==> config.mk <==
export PLATFORM = sky130hd
export DESIGN_NAME = touch_zone_button_mapper_flat
export DESIGN_NICKNAME = d
export VERILOG_FILES = /design/src/design/tzbm_pkg.sv /design/src/design/tzbm_in_if.sv /design/src/design/tzbm_out_if.sv /design/src/design/tzbm_cfg_if.sv /design/src/design/tzbm_cfg_regs.sv /design/src/design/tzbm_touch_acc.sv /design/src/design/tzbm_tracker.sv /design/src/design/touch_zone_button_mapper.sv /design/src/flat_wrapper.sv
export SDC_FILE = /design/constraint.sdc
export NUM_CORES = 1
export LEC_CHECK = 0
export ABC_AREA = 1
export BUFFER_PORTS_ARGS = -buffer_cell sky130_fd_sc_hd__buf_4
export CAP_MARGIN = 20
export CORE_MARGIN = 5
export CORE_UTILIZATION = 30
export DETAILED_ROUTE_END_ITERATION = 10
export GPL_TIMING_DRIVEN = 0
export PLACE_DENSITY_LB_ADDON = 0.1
export SKIP_LAST_GASP = 1
export SYNTH_ARGS = -nofsm -noshare
export SYNTH_HDL_FRONTEND = slang
export SYNTH_SLANG_ARGS = --single-unit
==> constraint.sdc <==
create_clock -name clk -period 16 [get_ports clk]
set_input_delay 4 -clock clk [delete_from_list [all_inputs] [get_ports clk]]
set_output_delay 4 -clock clk [all_outputs]
set_load 0.005 [all_outputs]
==> src/design/tzbm_pkg.sv <==
// ----------------------------------------------------------------------------
// tzbm_pkg
// Shared widths, codes and types of the touch zone button mapper.
// ----------------------------------------------------------------------------
package tzbm_pkg;

  localparam int unsigned MAX_TOUCHES = 16;
  localparam int unsigned CNT_W       = $clog2(MAX_TOUCHES + 1);

  localparam int unsigned ID_W       = 32;
  localparam int unsigned X_W        = 12;
  localparam int unsigned TICK_W     = 64;
  localparam int unsigned MASK_W     = 32;
  localparam int unsigned MIN_W      = 32;
  localparam int unsigned CFG_IDX_W  = 2;
  localparam int unsigned CFG_DATA_W = 32;

  localparam logic CMD_TOUCH     = 1'b0;
  localparam logic CMD_FRAME_END = 1'b1;

  localparam logic [CFG_IDX_W-1:0] REG_LEFT_MASK  = 2'd0;
  localparam logic [CFG_IDX_W-1:0] REG_RIGHT_MASK = 2'd1;
  localparam logic [CFG_IDX_W-1:0] REG_SPLIT_X    = 2'd2;
  localparam logic [CFG_IDX_W-1:0] REG_MIN_TICKS  = 2'd3;

  localparam logic [MASK_W-1:0] LEFT_MASK_RST  = 32'd2;
  localparam logic [MASK_W-1:0] RIGHT_MASK_RST = 32'd1;
  localparam logic [X_W-1:0]    SPLIT_X_RST    = 12'd640;
  localparam logic [MIN_W-1:0]  MIN_TICKS_RST  = 32'd960000;

  typedef struct packed {
    logic [MASK_W-1:0] left_mask;
    logic [MASK_W-1:0] right_mask;
    logic [X_W-1:0]    split_x;
    logic [MIN_W-1:0]  min_ticks;
  } cfg_t;

  typedef struct packed {
    logic            vld;
    logic [ID_W-1:0] id;
  } cand_t;

  // both_*: picks when neither tracked finger survives
  // only_r: right pick when the left finger survives
  // only_l: left pick when the right finger survives
  typedef struct packed {
    logic  seen_l;
    logic  seen_r;
    logic  empty;
    cand_t both_l;
    cand_t both_r;
    cand_t only_r;
    cand_t only_l;
  } frame_sum_t;

  typedef struct packed {
    logic            l_trk;
    logic            r_trk;
    logic [ID_W-1:0] l_fid;
    logic [ID_W-1:0] r_fid;
  } track_t;

  typedef struct packed {
    logic [MASK_W-1:0] buttons;
    logic              l_on;
    logic              r_on;
  } res_t;

endpackage

==> src/design/tzbm_in_if.sv <==
// ----------------------------------------------------------------------------
// tzbm_in_if
// Touch item channel: touch points and frame-end items.
// ----------------------------------------------------------------------------
interface tzbm_in_if;
  logic                         valid;
  logic                         ready;
  logic                         cmd;
  logic [tzbm_pkg::ID_W-1:0]    touch_id;
  logic [tzbm_pkg::X_W-1:0]     x_pos;
  logic [tzbm_pkg::TICK_W-1:0]  now_tick;

  modport source (output valid, cmd, touch_id, x_pos, now_tick, input ready);
  modport sink   (input valid, cmd, touch_id, x_pos, now_tick, output ready);
endinterface

==> src/design/tzbm_out_if.sv <==
// ----------------------------------------------------------------------------
// tzbm_out_if
// Result channel: button state per frame.
// ----------------------------------------------------------------------------
interface tzbm_out_if;
  logic                        valid;
  logic                        ready;
  logic [tzbm_pkg::MASK_W-1:0] buttons;
  logic                        left_active;
  logic                        right_active;

  modport source (output valid, buttons, left_active, right_active, input ready);
  modport sink   (input valid, buttons, left_active, right_active, output ready);
endinterface

==> src/design/tzbm_cfg_if.sv <==
// ----------------------------------------------------------------------------
// tzbm_cfg_if
// Configuration write channel.
// ----------------------------------------------------------------------------
interface tzbm_cfg_if;
  logic                            valid;
  logic                            ready;
  logic [tzbm_pkg::CFG_IDX_W-1:0]  index;
  logic [tzbm_pkg::CFG_DATA_W-1:0] data;

  modport source (output valid, index, data, input ready);
  modport sink   (input valid, index, data, output ready);
endinterface

==> src/design/tzbm_cfg_regs.sv <==
// ----------------------------------------------------------------------------
// tzbm_cfg_regs
// Configuration register file, written one register per transfer.
// ----------------------------------------------------------------------------
module tzbm_cfg_regs (
  input  logic              clk,
  input  logic              rst_n,
  tzbm_cfg_if.sink          cfg_ch,
  output tzbm_pkg::cfg_t    cfg
);

  tzbm_pkg::cfg_t cfg_r;
  tzbm_pkg::cfg_t cfg_nxt;

  assign cfg_ch.ready = 1'b1;
  assign cfg          = cfg_r;

  always_comb begin
    cfg_nxt = cfg_r;
    if (cfg_ch.valid) begin
      case (cfg_ch.index)
        tzbm_pkg::REG_LEFT_MASK:  cfg_nxt.left_mask  = cfg_ch.data;
        tzbm_pkg::REG_RIGHT_MASK: cfg_nxt.right_mask = cfg_ch.data;
        tzbm_pkg::REG_SPLIT_X:    cfg_nxt.split_x    = cfg_ch.data[tzbm_pkg::X_W-1:0];
        tzbm_pkg::REG_MIN_TICKS:  cfg_nxt.min_ticks  = cfg_ch.data;
        default:                  cfg_nxt = cfg_r;
      endcase
    end
  end

  always_ff @(posedge clk) begin
    if (!rst_n) begin
      cfg_r.left_mask  <= tzbm_pkg::LEFT_MASK_RST;
      cfg_r.right_mask <= tzbm_pkg::RIGHT_MASK_RST;
      cfg_r.split_x    <= tzbm_pkg::SPLIT_X_RST;
      cfg_r.min_ticks  <= tzbm_pkg::MIN_TICKS_RST;
    end else begin
      cfg_r <= cfg_nxt;
    end
  end

endmodule

==> src/design/tzbm_touch_acc.sv <==
// ----------------------------------------------------------------------------
// tzbm_touch_acc
// Folds the touches of a frame into seen flags and per-case finger picks.
// ----------------------------------------------------------------------------
module tzbm_touch_acc (
  input  logic                        clk,
  input  logic                        rst_n,
  input  logic                        touch_en,
  input  logic                        frame_clr,
  input  logic [tzbm_pkg::ID_W-1:0]   touch_id,
  input  logic [tzbm_pkg::X_W-1:0]    x_pos,
  input  logic [tzbm_pkg::X_W-1:0]    split_x,
  input  tzbm_pkg::track_t            trk,
  output tzbm_pkg::frame_sum_t        sum
);

  logic [tzbm_pkg::CNT_W-1:0] cnt_r, cnt_nxt;
  logic                       seen_l_r, seen_l_nxt;
  logic                       seen_r_r, seen_r_nxt;
  tzbm_pkg::cand_t            both_l_r, both_l_nxt;
  tzbm_pkg::cand_t            both_r_r, both_r_nxt;
  tzbm_pkg::cand_t            only_r_r, only_r_nxt;
  tzbm_pkg::cand_t            only_l_r, only_l_nxt;

  logic take;
  logic is_left;
  logic set_both_l, set_both_r, set_only_r, set_only_l;

  assign take    = touch_en && (cnt_r < tzbm_pkg::CNT_W'(tzbm_pkg::MAX_TOUCHES));
  assign is_left = x_pos < split_x;

  assign set_both_l = take && is_left && !both_l_r.vld &&
                      !(both_r_r.vld && touch_id == both_r_r.id);
  assign set_both_r = take && !is_left && !both_r_r.vld &&
                      !(both_l_r.vld && touch_id == both_l_r.id);
  assign set_only_r = take && !is_left && !only_r_r.vld && (touch_id != trk.l_fid);
  assign set_only_l = take && is_left && !only_l_r.vld && (touch_id != trk.r_fid);

  always_comb begin
    cnt_nxt    = cnt_r;
    seen_l_nxt = seen_l_r;
    seen_r_nxt = seen_r_r;
    both_l_nxt = both_l_r;
    both_r_nxt = both_r_r;
    only_r_nxt = only_r_r;
    only_l_nxt = only_l_r;
    if (frame_clr) begin
      cnt_nxt        = '0;
      seen_l_nxt     = 1'b0;
      seen_r_nxt     = 1'b0;
      both_l_nxt.vld = 1'b0;
      both_r_nxt.vld = 1'b0;
      only_r_nxt.vld = 1'b0;
      only_l_nxt.vld = 1'b0;
    end else if (take) begin
      cnt_nxt    = cnt_r + 1'b1;
      seen_l_nxt = seen_l_r || (trk.l_trk && touch_id == trk.l_fid);
      seen_r_nxt = seen_r_r || (trk.r_trk && touch_id == trk.r_fid);
      if (set_both_l) both_l_nxt = '{vld: 1'b1, id: touch_id};
      if (set_both_r) both_r_nxt = '{vld: 1'b1, id: touch_id};
      if (set_only_r) only_r_nxt = '{vld: 1'b1, id: touch_id};
      if (set_only_l) only_l_nxt = '{vld: 1'b1, id: touch_id};
    end
  end

  always_ff @(posedge clk) begin
    if (!rst_n) begin
      cnt_r        <= '0;
      seen_l_r     <= 1'b0;
      seen_r_r     <= 1'b0;
      both_l_r.vld <= 1'b0;
      both_r_r.vld <= 1'b0;
      only_r_r.vld <= 1'b0;
      only_l_r.vld <= 1'b0;
    end else begin
      cnt_r    <= cnt_nxt;
      seen_l_r <= seen_l_nxt;
      seen_r_r <= seen_r_nxt;
      both_l_r <= both_l_nxt;
      both_r_r <= both_r_nxt;
      only_r_r <= only_r_nxt;
      only_l_r <= only_l_nxt;
    end
  end

  assign sum.seen_l = seen_l_r;
  assign sum.seen_r = seen_r_r;
  assign sum.empty  = (cnt_r == '0);
  assign sum.both_l = both_l_r;
  assign sum.both_r = both_r_r;
  assign sum.only_r = only_r_r;
  assign sum.only_l = only_l_r;

  a_cnt_bound: assert property (@(posedge clk) disable iff (!rst_n)
    cnt_r <= tzbm_pkg::CNT_W'(tzbm_pkg::MAX_TOUCHES))
    else $error("touch count above limit");

  a_pick_distinct: assert property (@(posedge clk) disable iff (!rst_n)
    both_l_r.vld && both_r_r.vld |-> both_l_r.id != both_r_r.id)
    else $error("same finger picked for both halves");

endmodule

==> src/design/tzbm_tracker.sv <==
// ----------------------------------------------------------------------------
// tzbm_tracker
// Per-half finger tracking, press timing and button result at frame end.
// ----------------------------------------------------------------------------
module tzbm_tracker (
  input  logic                         clk,
  input  logic                         rst_n,
  input  logic                         frame_en,
  input  logic [tzbm_pkg::TICK_W-1:0]  now_tick,
  input  tzbm_pkg::frame_sum_t         sum,
  input  tzbm_pkg::cfg_t               cfg,
  output tzbm_pkg::track_t             trk,
  output tzbm_pkg::res_t               res
);

  logic                        wait_r, wait_nxt;
  logic                        l_trk_r, l_trk_nxt;
  logic                        r_trk_r, r_trk_nxt;
  logic [tzbm_pkg::ID_W-1:0]   l_fid_r, l_fid_nxt;
  logic [tzbm_pkg::ID_W-1:0]   r_fid_r, r_fid_nxt;
  logic [tzbm_pkg::TICK_W-1:0] l_start_r, l_start_nxt;
  logic [tzbm_pkg::TICK_W-1:0] r_start_r, r_start_nxt;

  logic                        l_keep, r_keep;
  logic                        lt, rt;
  logic [tzbm_pkg::ID_W-1:0]   lf, rf;
  logic [tzbm_pkg::TICK_W-1:0] ls, rs;
  logic [tzbm_pkg::TICK_W-1:0] l_el, r_el;
  logic                        l_hold, r_hold;
  logic                        l_on, r_on;
  logic [tzbm_pkg::MASK_W-1:0] rmask;

  assign l_keep = l_trk_r && sum.seen_l;
  assign r_keep = r_trk_r && sum.seen_r;

  always_comb begin
    lt = l_keep;
    lf = l_fid_r;
    rt = r_keep;
    rf = r_fid_r;
    case ({l_keep, r_keep})
      2'b00: begin
        lt = sum.both_l.vld;
        lf = sum.both_l.vld ? sum.both_l.id : l_fid_r;
        rt = sum.both_r.vld;
        rf = sum.both_r.vld ? sum.both_r.id : r_fid_r;
      end
      2'b10: begin
        rt = sum.only_r.vld;
        rf = sum.only_r.vld ? sum.only_r.id : r_fid_r;
      end
      2'b01: begin
        lt = sum.only_l.vld;
        lf = sum.only_l.vld ? sum.only_l.id : l_fid_r;
      end
      default: begin
        lt = l_keep;
        rt = r_keep;
      end
    endcase
  end

  // start of zero marks no press
  assign ls     = (lt && !l_trk_r) ? now_tick : l_start_r;
  assign rs     = (rt && !r_trk_r) ? now_tick : r_start_r;
  assign l_el   = now_tick - ls;
  assign r_el   = now_tick - rs;
  assign l_hold = (ls != '0) && (l_el < {{(tzbm_pkg::TICK_W-tzbm_pkg::MIN_W){1'b0}},
                                          cfg.min_ticks});
  assign r_hold = (rs != '0) && (r_el < {{(tzbm_pkg::TICK_W-tzbm_pkg::MIN_W){1'b0}},
                                          cfg.min_ticks});
  assign l_on   = lt || l_hold;
  assign r_on   = rt || r_hold;
  assign rmask  = (cfg.right_mask == cfg.left_mask) ? '0 : cfg.right_mask;

  always_comb begin
    wait_nxt    = wait_r;
    l_trk_nxt   = l_trk_r;
    r_trk_nxt   = r_trk_r;
    l_fid_nxt   = l_fid_r;
    r_fid_nxt   = r_fid_r;
    l_start_nxt = l_start_r;
    r_start_nxt = r_start_r;
    res         = '0;
    if (frame_en) begin
      if (wait_r) begin
        wait_nxt = !sum.empty;
      end else begin
        l_trk_nxt   = lt;
        r_trk_nxt   = rt;
        l_fid_nxt   = lf;
        r_fid_nxt   = rf;
        l_start_nxt = l_on ? ls : '0;
        r_start_nxt = r_on ? rs : '0;
        res.buttons = (l_on ? cfg.left_mask : '0) | (r_on ? rmask : '0);
        res.l_on    = l_on;
        res.r_on    = r_on;
      end
    end
  end

  always_ff @(posedge clk) begin
    if (!rst_n) begin
      wait_r    <= 1'b1;
      l_trk_r   <= 1'b0;
      r_trk_r   <= 1'b0;
      l_fid_r   <= '0;
      r_fid_r   <= '0;
      l_start_r <= '0;
      r_start_r <= '0;
    end else begin
      wait_r    <= wait_nxt;
      l_trk_r   <= l_trk_nxt;
      r_trk_r   <= r_trk_nxt;
      l_fid_r   <= l_fid_nxt;
      r_fid_r   <= r_fid_nxt;
      l_start_r <= l_start_nxt;
      r_start_r <= r_start_nxt;
    end
  end

  assign trk.l_trk = l_trk_r;
  assign trk.r_trk = r_trk_r;
  assign trk.l_fid = l_fid_r;
  assign trk.r_fid = r_fid_r;

  a_wait_zero: assert property (@(posedge clk) disable iff (!rst_n)
    frame_en && wait_r |-> res.buttons == '0 && !res.l_on && !res.r_on)
    else $error("nonzero result while waiting for release");

  a_wait_no_track: assert property (@(posedge clk) disable iff (!rst_n)
    wait_r |-> !l_trk_r && !r_trk_r)
    else $error("finger tracked while waiting for release");

  a_fid_distinct: assert property (@(posedge clk) disable iff (!rst_n)
    l_trk_r && r_trk_r |-> l_fid_r != r_fid_r)
    else $error("one finger tracked on both halves");

endmodule

==> src/design/touch_zone_button_mapper.sv <==
// ----------------------------------------------------------------------------
// touch_zone_button_mapper
// Maps touch frames onto two screen-half buttons.
//
//   channel  dir  transfer                   payload
//   in_ch    in   touch point or frame end   cmd, touch_id, x_pos, now_tick
//   out_ch   out  one per frame end          buttons, left_active, right_active
//   cfg_ch   in   one register write         index, data
//
// One item per cycle while no held result stalls a frame end; a frame-end
// result passes through the input stage register, then the result register.
// Reset is synchronous; output stays zero until a frame with no touches.
// A held result stalls a staged frame end and input behind it; touches advance.
// ----------------------------------------------------------------------------
module touch_zone_button_mapper (
  input  logic       clk,
  input  logic       rst_n,
  tzbm_in_if.sink    in_ch,
  tzbm_out_if.source out_ch,
  tzbm_cfg_if.sink   cfg_ch
);

  logic                        stg_vld_r;
  logic                        stg_cmd_r;
  logic [tzbm_pkg::ID_W-1:0]   stg_id_r;
  logic [tzbm_pkg::X_W-1:0]    stg_x_r;
  logic [tzbm_pkg::TICK_W-1:0] stg_now_r;

  logic                        out_vld_r;
  tzbm_pkg::res_t              out_res_r;

  logic                        adv;
  logic                        touch_en;
  logic                        frame_en;
  logic                        in_take;

  tzbm_pkg::cfg_t              cfg;
  tzbm_pkg::track_t            trk;
  tzbm_pkg::frame_sum_t        sum;
  tzbm_pkg::res_t              res;

  assign adv = stg_vld_r &&
               ((stg_cmd_r == tzbm_pkg::CMD_TOUCH) || !out_vld_r || out_ch.ready);
  assign touch_en    = adv && (stg_cmd_r == tzbm_pkg::CMD_TOUCH);
  assign frame_en    = adv && (stg_cmd_r == tzbm_pkg::CMD_FRAME_END);
  assign in_ch.ready = !stg_vld_r || adv;
  assign in_take     = in_ch.valid && in_ch.ready;

  tzbm_cfg_regs u_cfg (
    .clk    (clk),
    .rst_n  (rst_n),
    .cfg_ch (cfg_ch),
    .cfg    (cfg)
  );

  tzbm_touch_acc u_acc (
    .clk       (clk),
    .rst_n     (rst_n),
    .touch_en  (touch_en),
    .frame_clr (frame_en),
    .touch_id  (stg_id_r),
    .x_pos     (stg_x_r),
    .split_x   (cfg.split_x),
    .trk       (trk),
    .sum       (sum)
  );

  tzbm_tracker u_trk (
    .clk      (clk),
    .rst_n    (rst_n),
    .frame_en (frame_en),
    .now_tick (stg_now_r),
    .sum      (sum),
    .cfg      (cfg),
    .trk      (trk),
    .res      (res)
  );

  always_ff @(posedge clk) begin
    if (!rst_n) begin
      stg_vld_r <= 1'b0;
      out_vld_r <= 1'b0;
    end else begin
      if (in_take) begin
        stg_vld_r <= 1'b1;
      end else if (adv) begin
        stg_vld_r <= 1'b0;
      end
      if (frame_en) begin
        out_vld_r <= 1'b1;
      end else if (out_ch.ready) begin
        out_vld_r <= 1'b0;
      end
    end
  end

  always_ff @(posedge clk) begin
    if (in_take) begin
      stg_cmd_r <= in_ch.cmd;
      stg_id_r  <= in_ch.touch_id;
      stg_x_r   <= in_ch.x_pos;
      stg_now_r <= in_ch.now_tick;
    end
    if (frame_en) begin
      out_res_r <= res;
    end
  end

  assign out_ch.valid        = out_vld_r;
  assign out_ch.buttons      = out_res_r.buttons;
  assign out_ch.left_active  = out_res_r.l_on;
  assign out_ch.right_active = out_res_r.r_on;

  a_stall_blocks: assert property (@(posedge clk) disable iff (!rst_n)
    stg_vld_r && stg_cmd_r == tzbm_pkg::CMD_FRAME_END && out_vld_r && !out_ch.ready
    |-> !in_ch.ready && !frame_en)
    else $error("frame end overran a held result");

  a_touch_no_result: assert property (@(posedge clk) disable iff (!rst_n)
    touch_en && out_vld_r && out_ch.ready |=> !out_vld_r)
    else $error("touch item produced a result");

endmodule

==> src/flat_wrapper.sv <==
// flat-port wrapper written by rule: the top's interface ports become plain ports
module touch_zone_button_mapper_flat 
  (clk, rst_n, in_ch_valid, in_ch_cmd, in_ch_touch_id, in_ch_x_pos, in_ch_now_tick, in_ch_ready, out_ch_valid, out_ch_buttons, out_ch_left_active, out_ch_right_active, out_ch_ready, cfg_ch_valid, cfg_ch_index, cfg_ch_data, cfg_ch_ready);
  tzbm_in_if in_ch_i ();
  tzbm_out_if out_ch_i ();
  tzbm_cfg_if cfg_ch_i ();
  input  logic clk;
  input  logic rst_n;
  input wire logic [$bits(in_ch_i.valid)-1:0] in_ch_valid;
  input wire logic [$bits(in_ch_i.cmd)-1:0] in_ch_cmd;
  input wire logic [$bits(in_ch_i.touch_id)-1:0] in_ch_touch_id;
  input wire logic [$bits(in_ch_i.x_pos)-1:0] in_ch_x_pos;
  input wire logic [$bits(in_ch_i.now_tick)-1:0] in_ch_now_tick;
  output wire logic [$bits(in_ch_i.ready)-1:0] in_ch_ready;
  output wire logic [$bits(out_ch_i.valid)-1:0] out_ch_valid;
  output wire logic [$bits(out_ch_i.buttons)-1:0] out_ch_buttons;
  output wire logic [$bits(out_ch_i.left_active)-1:0] out_ch_left_active;
  output wire logic [$bits(out_ch_i.right_active)-1:0] out_ch_right_active;
  input wire logic [$bits(out_ch_i.ready)-1:0] out_ch_ready;
  input wire logic [$bits(cfg_ch_i.valid)-1:0] cfg_ch_valid;
  input wire logic [$bits(cfg_ch_i.index)-1:0] cfg_ch_index;
  input wire logic [$bits(cfg_ch_i.data)-1:0] cfg_ch_data;
  output wire logic [$bits(cfg_ch_i.ready)-1:0] cfg_ch_ready;
  assign in_ch_i.valid = in_ch_valid;
  assign in_ch_i.cmd = in_ch_cmd;
  assign in_ch_i.touch_id = in_ch_touch_id;
  assign in_ch_i.x_pos = in_ch_x_pos;
  assign in_ch_i.now_tick = in_ch_now_tick;
  assign in_ch_ready = in_ch_i.ready;
  assign out_ch_valid = out_ch_i.valid;
  assign out_ch_buttons = out_ch_i.buttons;
  assign out_ch_left_active = out_ch_i.left_active;
  assign out_ch_right_active = out_ch_i.right_active;
  assign out_ch_i.ready = out_ch_ready;
  assign cfg_ch_i.valid = cfg_ch_valid;
  assign cfg_ch_i.index = cfg_ch_index;
  assign cfg_ch_i.data = cfg_ch_data;
  assign cfg_ch_ready = cfg_ch_i.ready;
  touch_zone_button_mapper u_core (.clk(clk), .rst_n(rst_n), .in_ch(in_ch_i), .out_ch(out_ch_i), .cfg_ch(cfg_ch_i));
endmodule
==> impl_metrics.json, run 1 <==
{
  "clkTransAtPathRegs_ps": 50,
  "dpl.hpwl_um": 127000,
  "tns_ps": 0,
  "die_height_um": 363,
  "yosysMostFrequentCell": "nand2_1",
  "crit_arrival_ps": 4890,
  "grt_pass1_wl_um": 225000,
  "path_max_fanout": 2,
  "avgRoutedWirePerCell_um": 21.2,
  "cts.sinks": 587,
  "synth_commonest_cells": "nand2_1, inv_1, nor2_1",
  "yosys_warnings": 0,
  "synth_top_cell_by_area": "edfxtp_1",
  "dieArea_um2": 132000,
  "clock_latency_ps": 690,
  "antenna_found_initial": 5,
  "wl_um": 155000,
  "initialDrtViolationCount": 2853,
  "core_area_um2": 124000,
  "fin_crit_ps": 8890,
  "grt_max_degree": 34,
  "syn_to_final_growth_pct": 16.3,
  "start_util": 0.302,
  "cts_tree": "built",
  "dr.pass1.iters": 6,
  "vias_per_cell": 4.94,
  "critPathCaptureType": "primary output",
  "h-tree-depth": 3,
  "maxSlewViolCount": 0,
  "grt.total_usage": 0.229,
  "setup_violations": 0,
  "cts_root_buffer": "clkbuf_16",
  "crit_type": "input port to primary output",
  "synthArstFlopShare": 0,
  "syn_avg_cell_area_um2": 7.02,
  "dieWidth_um": 363,
  "finalHoldViolCount": 0,
  "ios": 185,
  "drc": 0,
  "cts_hold_buf": 0,
  "rsz0062_at_grt": "false",
  "seq_area_frac_synth": 0.386,
  "ant_nets": 0,
  "synth_area_leaders": "edfxtp_1, dfxtp_1, nand2_1, inv_1, nor2_1",
  "hp-class": "flop to flop",
  "synth_top_cell_area_share": 0.217,
  "skew_ps": 46.8,
  "status": "finished clean",
  "syn_area_um2": 37500,
  "nNetsFinal": 5937,
  "grt_overflow": 0,
  "synth_fp_nets": 5666,
  "power.total_mw": 4.05,
  "clockBufferDepth": 3,
  "core.rowCount": 129,
  "postCtsSetupBuffers": 0,
  "startpoint_type": "input port",
  "grt_pass1_vias": 34259,
  "tightest_slew_ps": 1070,
  "drive_above_1_share": 0.0772,
  "max_freq_mhz": 112,
  "power.density_nw_per_um2": 92.8,
  "synth_ff_type": "dfxtp_1",
  "vias": 36116,
  "p_leak_nw": 18.0,
  "gp_congestion": 0.949,
  "post_cts_resized": 0,
  "ir_drop_v": 0.0000736,
  "cts_inserted_buffers": 73,
  "portBuffers": 183,
  "synth_cell_type_count": 57,
  "cap_violations": 0,
  "slew_headroom": 0.269,
  "synth_edf_count": 271,
  "syn_inst": 5343,
  "fin_crit_sh": 0.556,
  "ys_seq_elements": 587,
  "cp.required_ps": 12000
}
[registers in the layout, indices dropped and copies added (netlist names), 5 cells and up]
name	cells
u_core.out_ch.buttons	32
u_core.stg_id_r	32
u_core.stg_now_r	64
u_core.stg_x_r	12
u_core.u_acc.cnt_r	5
u_core.u_acc.sum	132
u_core.u_cfg.cfg	108
u_core.u_trk.l_fid_r	32
u_core.u_trk.l_start_r	64
u_core.u_trk.r_fid_r	32
u_core.u_trk.r_start_r	64
[per-layer routing]
metal / GRT usage / vias up / wire (µm)
met5: 0 / - / 0
met4: 0.0657 / 0 / 4220
met3: 0.0299 / 174 / 9230
met2: 0.363 / 1017 / 68400
met1: 0.329 / 16890 / 73400
li1: - / 18035 / -
[critical path, stage by stage]
cell and delay (ps):
buf_4 110, nor2_1 230, inv_1 90, nor2_1 210, inv_1 100, buf_4 150
[cell type report]
class                           count  area [µm²]
Tap cell                         1637        2050
Inverter                          769        2890
Clock inverter                     33         368
Sequential cell                   587       14500
Multi-Input combinational cell   3810       19300
Buffer                            177         845
Clock buffer                      102        2040
Fill cell                       13527       80400
Timing Repair Buffer              196        1590
Antenna cell                        2        5.00
[kinds of logic (layout without fill, tap and decap cells)]
| kind of cell | after synthesis | count (layout) | synth area share |
|---|---|---|---|
| AOI/OAI and AO/OA | 1017 | 1017 | 0.148 |
| xor gates and xnor gates | 153 | 153 | 0.0358 |
| adders and majority gates | 175 | 175 | 0.0584 |
| buffers and inverters | 946 | 1277 | 0.0996 |
| DFF | 587 | 587 | 0.386 |
| other | 1 | 3 | 0.000100 |
| and+or+nand+nor | 2464 | 2464 | 0.272 |
[worst paths after layout]
| path | from | endpoint | cells past startpoint | slack [ps] |
|---|---|---|---|---|
| worst max-delay path | out_ch_ready | in_ch_ready | 6 | 7110 |
| worst min-delay path | u_core.u_trk.l_start_r[38] | u_core.u_trk.l_start_r[38] | 2 | 460 |
| worst max register to register | u_core.u_trk.r_trk_r | u_core.u_trk.l_start_r[10] | 38 | 8720 |
| worst min register to register | u_core.u_trk.l_start_r[38] | u_core.u_trk.l_start_r[38] | 2 | 460 |
[per-stage QoR]
step	cells	area (µm²)	hold WS, ps	setup WS (ps)	util
4_1_cts	7309	43500	464	7100	0.351
3_3_place_gp	7163	40900	452	3510	0.330
5_1_grt	7311	43600	474	7030	0.351
2_1_floorplan	5343	37500	424	6710	-
6_report	7313	43600	462	7110	0.352
3_5_place_dp	7174	41100	455	7110	0.332
[layout by cell type, fill, tap and decap left out, types with 12 or more instances in the layout]
master	count
ha_1	175
clkbuf_16	73
nor2_1	607
buf_4	190
edfxtp_1	271
o21ai_1	16
nand3b_1	23
clkbuf_1	141
xor2_1	70
clkinv_2	13
buf_2	30
a211oi_1	15
inv_2	12
buf_6	19
inv_1	752
or2_2	25
dfxtp_1	316
o21ai_0	370
nand2_1	1337
a21oi_1	426
a31oi_1	80
nand3_1	291
o21a_1	35
nand4_1	78
xnor2_1	83
nor3_1	49
[power breakdown]
part           internal, mW  leakage, nW  switching (mW)  total, mW
clock network         0.964         1.16           0.695       1.66
logic                 0.237         11.8           0.485      0.723
registers              1.61         5.10          0.0530       1.66
total                  2.81         18.0            1.23       4.05
No activity file was read; power rests on OpenSTA's default activity.
==> inputs of run 2 (changes only) <==
- ABC_AREA: 1 -> 0
- clock period: 16 -> 7.75 ns (I/O delays scaled with it)
==> run 2 against run 1 <==
Effect of this change:
- clock power rose by 110%
- register-to-register slack got worse by 8600 ps
- sequential share of layout area rose by 0.49 points
- total power rose by 100%
- cell count fell by 19%
- synthesized cell count fell by 25%
- synthesized area fell by 4.3%
- utilization rose by 1.2 points
- combinational power rose by 76%
- sequential power rose by 110%
- sequential cell count did not move
- critical endpoint is now u_core.out_ch.buttons[8]
- first-iteration DRC count fell by 7.0%
==> impl_metrics.json, run 2 <==
{
  "synth_top_cell_by_area": "edfxtp_1",
  "h-tree-depth": 3,
  "dieArea_um2": 127000,
  "ys_seq_elements": 587,
  "dr.pass1.iters": 5,
  "layout_common_cells": "nand2_1, dfxtp_1, edfxtp_1, buf_4, a21oi_1",
  "finalHoldViolCount": 0,
  "hold_slack_ps": 452,
  "ir_drop_v": 0.000150,
  "grt.total_usage": 0.217,
  "sequentialPowerShare": 0.418,
  "cts_tree": "built",
  "cts_root_buffer": "clkbuf_16",
  "stdcell_count": 5947,
  "synth_top_cell_area_share": 0.227,
  "critPathSlowestCell": "a2111oi_0",
  "dieWidth_um": 356,
  "synth_cell_type_count": 105,
  "synth_area_leaders": "edfxtp_1, dfxtp_1, nand2_1, ha_1, xnor2_1",
  "critPathTopFamily": "compound AO/OA/AOI/OAI gates",
  "skew_ps": 27.4,
  "reg2reg_to": "u_core.out_ch.buttons[8]",
  "tns_ps": 0,
  "grt_pass1_vias": 31375,
  "setup_violations": 0,
  "startpoint_type": "flop",
  "syn_avg_cell_area_um2": 9.01,
  "largest_reg_flops": 132,
  "final_common_cell": "nand2_1",
  "cp_common_cell": "buf_6",
  "status": "finished clean",
  "fin_crit_ps": 7630,
  "grt_pass1_wl_um": 208000,
  "synth_fp_nets": 4304,
  "tightest_slew_ps": 1120,
  "ios": 185,
  "startpoint": "u_core.u_trk.r_trk_r",
  "vias_per_cell": 5.43,
  "gp_congestion": 0.940,
  "critPathCaptureType": "flop",
  "slew_headroom": 0.252,
  "ant_nets": 0,
  "regToRegStartpoint": "u_core.u_trk.r_trk_r",
  "start_util": 0.303,
  "endpoint": "u_core.out_ch.buttons[8]",
  "dp_cells": 5781,
  "max_stage_delay_ps": 710,
  "die_height_um": 356,
  "cap_violations": 0,
  "p_leak_nw": 16.2,
  "placed_area_um2": 39500,
  "clock_latency_ps": 660,
  "crit_type": "flop to flop",
  "vias": 32318,
  "portBuffers": 183,
  "cts_hold_buf": 0,
  "rr_worst_depth": 28,
  "fin_area_um2": 43000,
  "drc": 0,
  "clkTransAtPathRegs_ps": 60,
  "grt_overflow": 0,
  "reg2reg_slack_ps": 120,
  "final-seq-area_um2": 14500,
  "maxSlewViolCount": 0,
  "dpl.hpwl_um": 112000,
  "syn_inst": 3981,
  "grt_max_degree": 61,
  "seq_area_frac_synth": 0.403,
  "p_int_mw": 5.84,
  "cts_inserted_buffers": 73,
  "nNetsFinal": 4607,
  "cp_num_buf_inv": 7,
  "power.density_nw_per_um2": 191,
  "timing.final.ws_setup_ps": 120,
  "post-place-ws_ps": -3700,
  "antenna_found_initial": 2,
  "fill_cells": 12266,
  "yosysMostFrequentCell": "nand2_1",
  "fin_crit_sh": 0.985,
  "cp.required_ps": 8250,
  "max_freq_mhz": 131,
  "crit_arrival_ps": 8130,
  "yosys_warnings": 0,
  "hp-class": "flop to flop",
  "multi_input_area_um2": 20800,
  "cp_num_cells": 28,
  "synth_edf_count": 271,
  "synth_commonest_cells": "nand2_1, dfxtp_1, edfxtp_1",
  "synth_ff_type": "dfxtp_1",
  "path_max_fanout": 11,
  "syn_to_final_growth_pct": 19.8,
  "clkPwrFrac": 0.427,
  "avgRoutedWirePerCell_um": 24.0,
  "comb_power_share": 0.155,
  "initialDrtViolationCount": 2652,
  "switching_share": 0.288,
  "synthArstFlopShare": 0,
  "switching_power_mw": 2.37,
  "wl_um": 143000,
  "cts.sinks": 587,
  "core_area_um2": 118000,
  "drive_above_1_share": 0.138,
  "core.rowCount": 126,
  "clockBufferDepth": 3,
  "syn_area_um2": 35900
}
run 2: power groups by stage:
stage / clock, mW / combinational (mW) / sequential, mW
6_report: 3.51 / 1.27 / 3.44
5_1_grt: 3.74 / 1.38 / 3.44
4_1_cts: 3.61 / 1.23 / 3.43
3_5_place_dp: 0 / 1.19 / 3.50
3_3_place_gp: 0 / 1.18 / 3.50
2_1_floorplan: 0 / 0.763 / 3.44
run 2: metrics by stage:
| step | utilization | power (mW) |
|---|---|---|
| 2_1_floorplan | - | 4.20 |
| 4_1_cts | 0.359 | 8.27 |
| 3_5_place_dp | 0.333 | 4.69 |
| 6_report | 0.363 | 8.21 |
| 3_3_place_gp | 0.331 | 4.69 |
| 5_1_grt | 0.363 | 8.56 |
run 2: kinds of logic after synthesis:
logic type | share of synthesized area
xor+xnor | 0.0668
flops | 0.403
mux | 0.0317
buf+inv | 0.0355
fa+ha+maj | 0.0619
simple gates | 0.187
compound gates | 0.214
other cells | 0.000105
run 2: area by class of cell:
type / instances / area share
Multi-Input combinational cell: 3083 / 0.484
Antenna cell: 2 / 0.000116
Tap cell: 1600 / 0.0466
Sequential cell: 587 / 0.337
Clock buffer: 98 / 0.0469
Clock inverter: 38 / 0.0101
Inverter: 93 / 0.00812
Buffer: 206 / 0.0243
Timing Repair Buffer: 240 / 0.0430
run 2: per-layer routing:
layer	GRT usage	vias up	wire (µm)
li1	-	15392	-
met1	0.318	15823	69200
met2	0.335	934	62000
met3	0.0328	169	8100
met4	0.0558	0	3450
met5	0	-	0
run 2: repair_timing:
item,4_1_cts,5_1_grt
buffers inserted,19,21
endpoints found under the setup margin,162,158
pin swaps,19,20
resized for setup,151,72
run 2: tightest hold or removal path, stage by stage (launching register included):
cell     delay [ps]
dfxtp_1         310
nand2_1          50
o21ai_1          50
run 2: worst min path at each step:
stage                          startpoint                         end  slack, ps  cells past startpoint
3_5_place_dp   u_core.u_trk.r_start_r[48]  u_core.u_trk.r_start_r[48]        440                      2
5_1_grt        u_core.u_trk.r_start_r[48]  u_core.u_trk.r_start_r[48]        480                      2
6_report       u_core.u_trk.r_start_r[48]  u_core.u_trk.r_start_r[48]        450                      2
2_1_floorplan  u_core.u_trk.r_start_r[48]  u_core.u_trk.r_start_r[48]        430                      2
4_1_cts        u_core.u_trk.r_start_r[48]  u_core.u_trk.r_start_r[48]        450                      2
3_3_place_gp   u_core.u_trk.r_start_r[48]  u_core.u_trk.r_start_r[48]        440                      2
